===== config.mk =====
export PLATFORM = sky130hd
export DESIGN_NAME = packed_rgb_to_rgba16_converter_unit
export DESIGN_NICKNAME = d
export VERILOG_FILES = /design/src/hdl/prgb_pkg.sv /design/src/hdl/prgb_unpack.sv /design/src/hdl/prgb_scale.sv /design/src/hdl/prgb_expand.sv /design/src/hdl/packed_rgb_to_rgba16_converter_unit.sv
export SDC_FILE = /design/constraint.sdc
export NUM_CORES = 2
export LEC_CHECK = 0
export BUFFER_PORTS_ARGS = -buffer_cell sky130_fd_sc_hd__buf_2
export CAP_MARGIN = 20
export CORE_MARGIN = 10
export CORE_UTILIZATION = 60
export CTS_BUF_LIST = sky130_fd_sc_hd__clkbuf_8
export DETAILED_ROUTE_END_ITERATION = 8
export HOLD_SLACK_MARGIN = 0.1
export PLACE_DENSITY_LB_ADDON = 0.25
export SLEW_MARGIN = 20
export SYNTH_ARGS = -nofsm -noshare
export SYNTH_HDL_FRONTEND = slang
export SYNTH_SLANG_ARGS = --single-unit

===== constraint.sdc =====
create_clock -name clk -period 6.74 [get_ports clk]
set_input_delay 0.674 -clock clk [delete_from_list [all_inputs] [get_ports clk]]
set_output_delay 0.674 -clock clk [all_outputs]
set_load 0.005 [all_outputs]

===== src/hdl/prgb_pkg.sv =====
// Shared types and constants for the packed pixel to 16-bit RGBA converter.
package prgb_pkg;

  // Pixel format codes
  localparam logic [1:0] FMT_A2B10G10R10 = 2'd0;
  localparam logic [1:0] FMT_RGB565_LE   = 2'd1;
  localparam logic [1:0] FMT_RGB565_BE   = 2'd2;
  // Bit of the format code that selects the byte swap
  localparam int FMT_SWAP_BIT = 1;

  // Register indexes of the configuration port
  typedef enum logic [2:0] {
    REG_PIXEL_FORMAT  = 3'd0,
    REG_SCALE_RED     = 3'd1,
    REG_SCALE_GREEN   = 3'd2,
    REG_SCALE_BLUE    = 3'd3,
    REG_SCALE_ALPHA   = 3'd4,
    REG_INVERT_MASK   = 3'd5,
    REG_LIMITED_RANGE = 3'd6
  } cfg_reg_e;

  localparam int CFG_DATA_W = 10;
  localparam int SCALE_W    = 10;
  localparam int CHAN_W     = 16;

  localparam logic [CHAN_W-1:0] FULL_MAX    = 16'hFFFF;
  localparam logic [CHAN_W-1:0] LIMITED_MIN = 16'd4096;
  localparam logic [CHAN_W-1:0] LIMITED_MAX = 16'd60160;

  // Invert mask bit positions
  localparam int INV_RED   = 0;
  localparam int INV_GREEN = 1;
  localparam int INV_BLUE  = 2;
  localparam int INV_ALPHA = 3;

  // One input item
  typedef struct packed {
    logic [31:0] pixel_word;
    logic        frame_end;
  } pixel_in_t;

  // One result item
  typedef struct packed {
    logic [CHAN_W-1:0] red_out;
    logic [CHAN_W-1:0] green_out;
    logic [CHAN_W-1:0] blue_out;
    logic [CHAN_W-1:0] alpha_out;
    logic              frame_end_out;
  } pixel_out_t;

  // Load enables of a two-register datapath section
  typedef struct packed {
    logic first;
    logic second;
  } pair_en_t;

endpackage


===== src/hdl/prgb_unpack.sv =====
// Unpack stage: splits the pixel word and widens each channel to 16 bits.
module prgb_unpack
  import prgb_pkg::*;
(
  input  logic              clk,
  input  logic              en,
  input  logic [31:0]       pixel_word,
  input  logic [1:0]        pixel_format,
  output logic [CHAN_W-1:0] red,
  output logic [CHAN_W-1:0] green,
  output logic [CHAN_W-1:0] blue,
  output logic [CHAN_W-1:0] alpha,
  output logic              alpha_fixed
);

  // floor(v * 65535 / 31) = v * 2114, plus one when v is full scale
  function automatic logic [CHAN_W-1:0] widen5(input logic [4:0] v);
    logic [CHAN_W-1:0] base;
    base = CHAN_W'(v) * 16'd2114;
    return base + CHAN_W'(v == 5'h1F);
  endfunction

  // floor(v * 65535 / 63) = v * 1040 + floor(15v / 63); the last term is
  // floor(5v / 21), taken as a reciprocal multiply that is exact for 6-bit v
  function automatic logic [CHAN_W-1:0] widen6(input logic [5:0] v);
    logic [8:0]  x;
    logic [19:0] p;
    x = 9'(v) * 9'd5;
    p = 20'(x) * 20'd3121;
    return CHAN_W'(v) * 16'd1040 + CHAN_W'(p[19:16]);
  endfunction

  logic [15:0] half;
  logic [1:0]  a2;

  always_comb begin
    half = pixel_word[15:0];
    if (pixel_format[FMT_SWAP_BIT]) begin
      half = {pixel_word[7:0], pixel_word[15:8]};
    end
    a2 = pixel_word[31:30];
  end

  // Register the widened channels
  always_ff @(posedge clk) begin
    if (en) begin
      if (pixel_format == FMT_A2B10G10R10) begin
        red         <= {pixel_word[9:0], 6'd0};
        green       <= {pixel_word[19:10], 6'd0};
        blue        <= {pixel_word[29:20], 6'd0};
        alpha       <= {8{a2}};
        alpha_fixed <= 1'b0;
      end else begin
        red         <= widen5(half[15:11]);
        green       <= widen6(half[10:5]);
        blue        <= widen5(half[4:0]);
        alpha       <= FULL_MAX;
        alpha_fixed <= 1'b1;
      end
    end
  end

endmodule


===== src/hdl/prgb_scale.sv =====
// Scale section: multiply by the channel scale, then clip and invert.
module prgb_scale
  import prgb_pkg::*;
(
  input  logic               clk,
  input  pair_en_t           en,
  input  logic [CHAN_W-1:0]  value,
  input  logic [SCALE_W-1:0] scale,
  input  logic               invert,
  output logic [CHAN_W-1:0]  result
);

  localparam int PROD_W = CHAN_W + SCALE_W;

  logic [PROD_W-1:0] prod;
  logic [CHAN_W-1:0] clipped;

  // Multiply stage
  always_ff @(posedge clk) begin
    if (en.first) begin
      prod <= PROD_W'(value) * PROD_W'(scale);
    end
  end

  // Clip to the 16-bit range
  always_comb begin
    clipped = prod[CHAN_W-1:0];
    if (|prod[PROD_W-1:CHAN_W]) begin
      clipped = FULL_MAX;
    end
  end

  // Invert stage
  always_ff @(posedge clk) begin
    if (en.second) begin
      result <= invert ? (FULL_MAX - clipped) : clipped;
    end
  end

endmodule


===== src/hdl/prgb_expand.sv =====
// Range expansion section: maps 4096..60160 onto 0..65535 with floor.
module prgb_expand
  import prgb_pkg::*;
(
  input  logic              clk,
  input  pair_en_t          en,
  input  logic [CHAN_W-1:0] value,
  input  logic              limited,
  output logic [CHAN_W-1:0] result
);

  // ceil(65535 * 2^32 / 56064); the rounding error stays below one step
  // of the true quotient, so the floor of the product is exact
  localparam int RECIP_W = 33;
  localparam logic [63:0] RECIP_WIDE =
    (64'd65535 * 64'd4294967296 + 64'd56063) / 64'd56064;
  localparam logic [RECIP_W-1:0] RECIP = RECIP_W'(RECIP_WIDE);
  localparam int PROD_W = CHAN_W + RECIP_W;

  logic [CHAN_W-1:0] diff;
  logic [PROD_W-1:0] prod;
  logic [CHAN_W-1:0] quot;
  logic [CHAN_W-1:0] raw;
  logic              at_low;
  logic              at_high;

  assign diff = value - LIMITED_MIN;

  // Multiply stage; keep the bounds and the unexpanded value alongside
  always_ff @(posedge clk) begin
    if (en.first) begin
      prod    <= PROD_W'(diff) * PROD_W'(RECIP);
      raw     <= value;
      at_low  <= (value <= LIMITED_MIN);
      at_high <= (value >= LIMITED_MAX);
    end
  end

  assign quot = prod[32 +: CHAN_W];

  // Select stage
  always_ff @(posedge clk) begin
    if (en.second) begin
      if (!limited) begin
        result <= raw;
      end else if (at_low) begin
        result <= '0;
      end else if (at_high) begin
        result <= FULL_MAX;
      end else begin
        result <= quot;
      end
    end
  end

endmodule


===== src/hdl/packed_rgb_to_rgba16_converter_unit.sv =====
// Top level of the packed pixel to 16-bit RGBA converter.
//
// Input channel in_valid/in_ready/in_data carries one packed pixel word and
// a frame-end mark per item; the word is read as A2B10G10R10 or RGB565
// (little or big endian) as the pixel_format register selects.
// Output channel out_valid/out_ready/out_data gives 16-bit red, green, blue,
// alpha and the frame-end mark, one result per item, in order.
// Registers are written through cfg_write/cfg_index/cfg_data, one per cycle;
// the user must write only while no item is in flight (the block does not enforce it).
// The datapath is a five-stage pipeline: unpack, scale multiply,
// clip/invert, range-expansion multiply, select. An accepted item is
// registered into each stage in that order and its result is offered from
// the select stage; one item per cycle is sustained while out_ready stays
// high.
// Reset clears all stage valid bits and loads register defaults (format
// A2B10G10R10, scales 1, no inversion, full range).
// When the receiver holds out_ready low, the result stays in the output
// stage and earlier stages keep filling; in_ready drops only once all five
// stages hold an item.
module packed_rgb_to_rgba16_converter_unit
  import prgb_pkg::*;
(
  input  logic                  clk,
  input  logic                  rst,
  input  logic                  in_valid,
  output logic                  in_ready,
  input  pixel_in_t             in_data,
  output logic                  out_valid,
  input  logic                  out_ready,
  output pixel_out_t            out_data,
  input  logic                  cfg_write,
  input  logic [2:0]            cfg_index,
  input  logic [CFG_DATA_W-1:0] cfg_data
);

  localparam int STAGES = 5;

  // Configuration registers
  logic [1:0]         pixel_format;
  logic [SCALE_W-1:0] scale_red;
  logic [SCALE_W-1:0] scale_green;
  logic [SCALE_W-1:0] scale_blue;
  logic [SCALE_W-1:0] scale_alpha;
  logic [3:0]         invert_mask;
  logic               limited_range;

  always_ff @(posedge clk) begin
    if (rst) begin
      pixel_format  <= FMT_A2B10G10R10;
      scale_red     <= SCALE_W'(1);
      scale_green   <= SCALE_W'(1);
      scale_blue    <= SCALE_W'(1);
      scale_alpha   <= SCALE_W'(1);
      invert_mask   <= '0;
      limited_range <= 1'b0;
    end else if (cfg_write) begin
      unique case (cfg_reg_e'(cfg_index))
        REG_PIXEL_FORMAT:  pixel_format  <= cfg_data[1:0];
        REG_SCALE_RED:     scale_red     <= cfg_data;
        REG_SCALE_GREEN:   scale_green   <= cfg_data;
        REG_SCALE_BLUE:    scale_blue    <= cfg_data;
        REG_SCALE_ALPHA:   scale_alpha   <= cfg_data;
        REG_INVERT_MASK:   invert_mask   <= cfg_data[3:0];
        REG_LIMITED_RANGE: limited_range <= cfg_data[0];
        default: ;
      endcase
    end
  end

  // Pipeline control: a stage loads when it is empty or its item moves on
  logic [STAGES-1:0] valid;
  logic [STAGES:0]   en;

  always_comb begin
    en[STAGES] = out_ready;
    for (int i = STAGES - 1; i >= 0; i--) begin
      en[i] = !valid[i] || en[i+1];
    end
  end

  assign in_ready  = en[0];
  assign out_valid = valid[STAGES-1];

  // Advance valid bits
  always_ff @(posedge clk) begin
    if (rst) begin
      valid <= '0;
    end else begin
      if (en[0]) begin
        valid[0] <= in_valid;
      end
      for (int i = 1; i < STAGES; i++) begin
        if (en[i]) begin
          valid[i] <= valid[i-1];
        end
      end
    end
  end

  // Frame-end mark travels with the item
  logic [STAGES-1:0] frame_end;

  always_ff @(posedge clk) begin
    if (en[0]) begin
      frame_end[0] <= in_data.frame_end;
    end
    for (int i = 1; i < STAGES; i++) begin
      if (en[i]) begin
        frame_end[i] <= frame_end[i-1];
      end
    end
  end

  // Stage 1: unpack
  logic [CHAN_W-1:0] red1, green1, blue1, alpha1;
  logic              fixed1;

  prgb_unpack u_unpack (
    .clk         (clk),
    .en          (en[0]),
    .pixel_word  (in_data.pixel_word),
    .pixel_format(pixel_format),
    .red         (red1),
    .green       (green1),
    .blue        (blue1),
    .alpha       (alpha1),
    .alpha_fixed (fixed1)
  );

  // Stages 2 and 3: scale, clip, invert
  pair_en_t          scale_en;
  logic [CHAN_W-1:0] red3, green3, blue3, alpha3;

  assign scale_en = '{first: en[1], second: en[2]};

  prgb_scale u_scale_red (
    .clk(clk), .en(scale_en), .value(red1), .scale(scale_red),
    .invert(invert_mask[INV_RED]), .result(red3)
  );

  prgb_scale u_scale_green (
    .clk(clk), .en(scale_en), .value(green1), .scale(scale_green),
    .invert(invert_mask[INV_GREEN]), .result(green3)
  );

  prgb_scale u_scale_blue (
    .clk(clk), .en(scale_en), .value(blue1), .scale(scale_blue),
    .invert(invert_mask[INV_BLUE]), .result(blue3)
  );

  prgb_scale u_scale_alpha (
    .clk(clk), .en(scale_en), .value(alpha1), .scale(scale_alpha),
    .invert(invert_mask[INV_ALPHA]), .result(alpha3)
  );

  // Stages 4 and 5: range expansion of the colour channels
  pair_en_t          expand_en;
  logic [CHAN_W-1:0] red5, green5, blue5, alpha5;

  assign expand_en = '{first: en[3], second: en[4]};

  prgb_expand u_expand_red (
    .clk(clk), .en(expand_en), .value(red3), .limited(limited_range),
    .result(red5)
  );

  prgb_expand u_expand_green (
    .clk(clk), .en(expand_en), .value(green3), .limited(limited_range),
    .result(green5)
  );

  prgb_expand u_expand_blue (
    .clk(clk), .en(expand_en), .value(blue3), .limited(limited_range),
    .result(blue5)
  );

  // Hold alpha and its fixed-value flag in step with the colour channels
  logic              fixed2, fixed3, fixed4;
  logic [CHAN_W-1:0] alpha4;

  always_ff @(posedge clk) begin
    if (en[1]) begin
      fixed2 <= fixed1;
    end
    if (en[2]) begin
      fixed3 <= fixed2;
    end
    if (en[3]) begin
      fixed4 <= fixed3;
      alpha4 <= alpha3;
    end
    if (en[4]) begin
      alpha5 <= fixed4 ? FULL_MAX : alpha4;
    end
  end

  // Gather the output stage into the result item
  always_comb begin
    out_data.red_out       = red5;
    out_data.green_out     = green5;
    out_data.blue_out      = blue5;
    out_data.alpha_out     = alpha5;
    out_data.frame_end_out = frame_end[STAGES-1];
  end

  // A stalled input means every stage holds an item
  assert property (@(posedge clk) disable iff (rst) !in_ready |-> &valid)
    else $error("input stalled while a stage is empty");

  // An accepted item occupies the first stage next cycle
  assert property (@(posedge clk) disable iff (rst)
    in_valid && in_ready |=> valid[0])
    else $error("accepted item lost at first stage");

  // Reset empties the output stage
  assert property (@(posedge clk) rst |=> !out_valid)
    else $error("output valid after reset");

  // RGB565 results carry full alpha
  assert property (@(posedge clk) disable iff (rst)
    out_valid && pixel_format != FMT_A2B10G10R10 |-> out_data.alpha_out == FULL_MAX)
    else $error("RGB565 alpha not full scale");

endmodule


* Word level (Yosys, flattened, before mapping)
Index checks and enable logic that the tools add are counted.
** Word-level totals
- Memories :: 0
- Latch bits :: 0
- Logic and storage cells :: 134
- Bits in registers :: 559
- Memory bits (read-only) :: 0
- Memory bits (writable) :: 0
** Cells by class
- Eq/ne operators :: 8
- Add/sub/neg operators :: 10
- Mux-type cells :: 22
- Magnitude comparators :: 6
- Reduce and logical (&&, ||, !) cells :: 23
- Multiply operators :: 12
- Shift operators :: 0
- Bitwise operators :: 0
- Divide/modulo/power cells :: 0
** Operator list (number)
- 16-bit two-way mux :: 21
- 16-bit by 29-bit multiplier with 44-bit output, second input constant :: 3
- 16-bit by 10-bit multiplier with 26-bit output :: 4
- 16-bit subtractor, first input constant :: 4
- 16-bit greater-or-equal comparator, second input constant :: 3
- 16-bit by 13-bit <= comparator with 1-bit output, second input constant :: 3
- 16-bit by 13-bit subtractor with 16-bit output, second input constant :: 3
- 10-bit OR reduction :: 4
- 16-bit by 1-bit adder with 16-bit output :: 2
- 5-bit by 11-bit multiplier with 15-bit output, second input constant :: 2
- 9-bit by 12-bit multiplier with 20-bit output, second input constant :: 1
- 16-bit by 4-bit adder with 16-bit output :: 1
- 2-bit AND reduction :: 7
- 6-bit by 7-bit multiplier with 12-bit output, second input constant :: 1
- 5-bit == test, second input constant :: 2
- 3-bit == test, second input constant :: 3
- 6-bit by 3-bit multiplier with 9-bit output, second input constant :: 1
- 3-bit by 2-bit == test with 1-bit output, second input constant :: 2
- 1-bit zero test :: 5
- 1-bit logical OR :: 5
- 3-bit by 1-bit == test with 1-bit output, second input constant :: 1
- 3-bit zero test :: 1
- 2-bit zero test :: 1
- 1-bit two-way mux :: 1

* Logic depth before layout (Yosys ltp)
- Depth in word-level cells :: 6
- Mapped depth :: 29
- Depth with buffers taken out :: 29

* Hierarchy
Synthesis repeated with hierarchy kept, for this count alone.
** Unflattened totals
- Cell total of the unflattened synthesis :: 6032
- Area total of the unflattened synthesis :: 61682.9 um2
** Modules (own cells, without submodules)
- prgb_scale (u_scale_alpha ...) :: times used 2, seq. area each 1261.2 um2, area each 6716.4 um2, cells each 699
- prgb_expand (u_expand_blue) :: times used 1, seq. area each 1501.4 um2, area each 9509.1 um2, cells each 921
- prgb_expand (u_expand_green) :: times used 1, seq. area each 1501.4 um2, area each 9364.0 um2, cells each 905
- prgb_expand (u_expand_red) :: times used 1, seq. area each 1501.4 um2, area each 9240.1 um2, cells each 881
- prgb_scale (u_scale_red) :: times used 1, seq. area each 1261.2 um2, area each 6638.9 um2, cells each 687
- prgb_scale (u_scale_green) :: times used 1, seq. area each 1261.2 um2, area each 6581.3 um2, cells each 684
- prgb_unpack :: times used 1, seq. area each 1531.5 um2, area each 3479.6 um2, cells each 301
- packed_rgb_to_rgba16_converter_unit :: times used 1, seq. area each 2242.2 um2, area each 3437.0 um2, cells each 255

* Least setup slack after synthesis
Ideal clock, no wire load.
- Path kind :: register -> register
- Start point :: register u_scale_blue.result[12]
- End point :: register u_expand_blue.prod[40] (data pin)
- Path slack :: -0.505 ns
- Setup time :: 0.258 ns
- Path buffers :: 0
- Arrival :: 6.987 ns
- Cell stages (with the launch flop) :: 28
- Cells stage by stage :: edfxtp_1 -> inv_1 -> ha_1 -> xor2_1 -> inv_1 -> xnor2_1 -> ha_1 -> or2_2 -> inv_1 -> fa_1 -> inv_1 -> fa_1 -> inv_1 -> fa_1 -> fa_1 -> fa_1 -> inv_1 -> ha_1 -> and4_1 -> a2111oi_0 -> a21oi_1 -> a31o_2 -> nor3_1 -> a221oi_1 -> o31a_1 -> o21a_1 -> nor2_1 -> xnor2_1
** Between the ends
- Word-level cells in the longest chain between the ends :: 2
** RTL lines
- start, declared :: line prgb_scale.sv:10 : output logic [CHAN_W-1:0] result
- start signal, assigned :: line prgb_scale.sv:36 : result <= invert ? (FULL_MAX - clipped) : clipped;
- 16-bit by 13-bit subtractor with 16-bit output :: line prgb_expand.sv:27 : assign diff = value - LIMITED_MIN;
- 16-bit by 29-bit multiplier with 44-bit output :: line prgb_expand.sv:32 : prod <= PROD_W'(diff) * PROD_W'(RECIP);
- end signal, assigned :: line prgb_expand.sv:32
- end, declared :: line prgb_expand.sv:21 : logic [PROD_W-1:0] prod;
No other way between the ends.
A chain may end at the register's enable or synchronous reset.

* Worst setup path after layout
- Start point :: register u_scale_green.result[12]
- End point :: register u_expand_green.prod[42] (data pin)
** Between the ends
- Word-level cells in the longest chain between the ends :: 2
** RTL lines (line)
- start, declared :: prgb_scale.sv:10
- start signal, assigned :: prgb_scale.sv:36
- 16-bit by 13-bit subtractor with 16-bit output :: prgb_expand.sv:27
- 16-bit by 29-bit multiplier with 44-bit output :: prgb_expand.sv:32
- end signal, assigned :: prgb_expand.sv:32
- end, declared :: prgb_expand.sv:21
No other way between the ends.

==> flow_summary_export.csv <==
group,metric,value,unit
outcome,status,"completed",
place,io_buffers,117,
logic_synthesis,seq_area_frac_synth,23.6,%
place,gp_congestion,0.955,
logic_synthesis,synth_top_area_cell,"fa_1",
sta,relSlewSlack,26.5,%
drt,wl,123,mm
final_layout,fin_nets,7218,
logic_synthesis,synth_edf_count,409,
flow_run,drv_cap,0,
drt,first_pass_iters,6,
sta,period_minus_slack,6.59,ns
logic_synthesis,yosysMostFrequentCell,"inv_1",
logic_synthesis,synth_flop_cell,"edfxtp_1",
logic_synthesis,synthAdderAreaFrac,47.9,%
hold_path,hold_path.class,"in -> reg",
cts,htreeDepth,3,
global_route,grt_pass1_vias,38600,
drt,wl_per_cell,17.9,um
floorplanning,core,93300,sq um
sta,skew,0.0553,ns
floorplanning,dieArea,107000,sq um
global_route,grt_usage,23.3,%
place,dp.cells,6664,
critical_path,startpoint_type,"flip-flop",
cts,cts_sinks,461,
logic_synthesis,synth_compound_area_share,5.60,%
drt,ant_nets,0,
sta,hold_violations,0,
logic_synthesis,synth_xor_area_share,3.50,%
logic_synthesis,synth_common_cells,"1,144 x inv_1, 854 x fa_1, 796 x ha_1",
sta,slew_viol_final,0,
logic_synthesis,synth_mux_area_share,1.21,%
global_route,grt_max_degree,79,
critical_path,critPathMaxStageDelay,0.54,ns
logic_synthesis,syn_area,56500,sq um
floorplanning,die_h,327,um
cts,cts_tree,"done",
logic_synthesis,synthArstFlopShare,0,%
sta,period_share,97.8,%
sta,worstMarginPinSlew,1.10,ns
final_layout,area.growth.synth_to_final,9.09,%
global_route,overflow,0,
place,dp_hpwl,101,mm
critical_path,crit_arrival,7.02,ns
critical_path,critical_path_required,7.17,ns
floorplanning,initial_core_util,60.5,%
global_route,antenna_found_initial,3,
drt,drc_errors,0,
global_route,grt_pass1_wl,201,mm
final_layout,instances_no_fill,6841,
sta,fmax,152,MHz
logic_synthesis,ys_top_cells_by_area,"fa_1 30%, edfxtp_1 22%, ha_1 18%",
logic_synthesis,synth_seq_cells,461,
logic_synthesis,synth_top_family_by_area,"adder cells",
logic_synthesis,avgSynthCellArea,10.7,sq um
floorplanning,row_count,112,
cts,numCtsBuffers,84,
drt,viasPerCell,5.35,
drt,drt_iter0_drc,2393,
logic_synthesis,synth_cell_types,78,
cts,cts_max_path_buffers,3,
logic_synthesis,syn_nets,6992,
floorplanning,dieWidth,327,um
logic_synthesis,synthSimpleGateAreaFrac,9.68,%
logic_synthesis,ys_warn_count,0,
drt,route.vias.total,36600,
sta,rsz0062_at_grt,"yes",
sta,setup_viol,0,
cts,clk_pin_slew,0.06,ns
final_layout,drive_gt1_share,10.4,%
floorplanning,io_pins,118,
logic_synthesis,syn_inst,5291,
critical_path,critPathCaptureType,"flip-flop",
critical_path,crit_type,"reg -> reg",
cts,root_buffer,"clkbuf_8",
critical_path,slowest_stage,"fa_2",
cts,clock_latency,0.74,ns
logic_synthesis,synth_top_area_share,30.3,%
critical_path,cp_max_fo,5,
## state kept, by name (all words and copies together), names as in the netlist, 26 cells and up
register,count
u_scale_blue.prod,26
u_scale_alpha.prod,26
u_scale_green.prod,26
u_scale_red.prod,26
## critical path, delay by kind of cell (launching register included)
family	cells	cell delay, ns
fa+ha+maj	7	2.85
simple gates	7	1.49
compound gates	5	0.82
flops	1	0.45
buf+inv	5	0.42
xor+xnor	2	0.28
## cell families after synthesis
logic type	count (synthesis)
buf+inv	1277
xor+xnor	226
fa+ha+maj	1650
flops	461
compound gates	471
simple gates	1144
mux	62
## path summary, 6_finish.rpt
check / from / to / slack (ns) / cells past startpoint
min reg2reg: u_scale_alpha.result[10] / alpha4[10] / 0.42 / 0
max: u_scale_green.result[12] / u_expand_green.prod[42] / 0.15 / 26
max reg2reg: u_scale_green.result[12] / u_expand_green.prod[42] / 0.15 / 26
min: in_data[26] / u_unpack.blue[11] / 0.19 / 2
## routing by layer
layer,part of all wire (%),GRT usage (%),vias up
met5,0.014,0,-
met4,1.8,5.22,2
met3,6.3,3.90,155
met2,46,37.3,978
met1,46,33.3,18200
li1,-,-,17200
## cell usage in the layout (no fill, tap or decap), drive strengths merged, types with 7 or more instances in the layout
| cell | instances |
|---|---|
| inv | 1168 |
| dfxtp | 52 |
| o21ai | 61 |
| a22o | 11 |
| nor3 | 28 |
| or3 | 7 |
| a31oi | 10 |
| clkbuf | 88 |
| bufinv | 9 |
| a21o | 85 |
| nand3 | 40 |
| mux2i | 11 |
| edfxtp | 409 |
| buf | 272 |
| a21oi | 161 |
| nand2 | 383 |
| and2 | 265 |
| mux2 | 51 |
| o31ai | 7 |
| ha | 796 |
| nor4 | 9 |
| and3 | 19 |
| nand3b | 9 |
| nand2b | 12 |
| a211oi | 15 |
| nand4 | 18 |
| o21bai | 20 |
| fa | 854 |
| xnor2 | 178 |
| nor2 | 279 |
| nor2b | 24 |
| xor2 | 48 |
| clkinv | 28 |
| o21a | 35 |
| or2 | 37 |
## what timing repair did
item / in CTS / in global routing
setup endpoints to repair: 12 / 28
hold buffers: 1 / 0
gates resized for setup: 8 / 66
buffers inserted: 3 / 17
hold endpoints to repair: 1 / 0
pin swaps: 8 / 48
## layout make-up
| type | instances | area, sq um |
|---|---|---|
| clock buffers | 88 | 1210 |
| well taps | 1254 | 1570 |
| clock inverters | 65 | 574 |
| multi-input cells | 3553 | 38900 |
| inverters | 1144 | 4310 |
| fillers | 7326 | 31700 |
| repair buffers | 273 | 1770 |
| diodes | 3 | 7.51 |
| flip-flops and latches | 461 | 13300 |
## through the flow
| stage | setup TNS, ns | hold slack, ns | util [%] | worst slack (ns) | area [sq um] |
|---|---|---|---|---|---|
| floorplan | 0 | 0.400 | - | 0.00326 | 56600 |
| global placement | 0 | 0.404 | 63.5 | 0.0336 | 59300 |
| detailed placement | -0.946 | 0.405 | 63.5 | -0.152 | 59300 |
| CTS | 0 | 0.123 | 65.5 | 0.00140 | 61200 |
| global route | -0.215 | 0.158 | 66.0 | -0.0468 | 61600 |
| finish | 0 | 0.191 | 66.0 | 0.151 | 61600 |
Power is not shown: default switching activity piles up to over one toggle a cycle in this logic, so the estimate is an artifact.
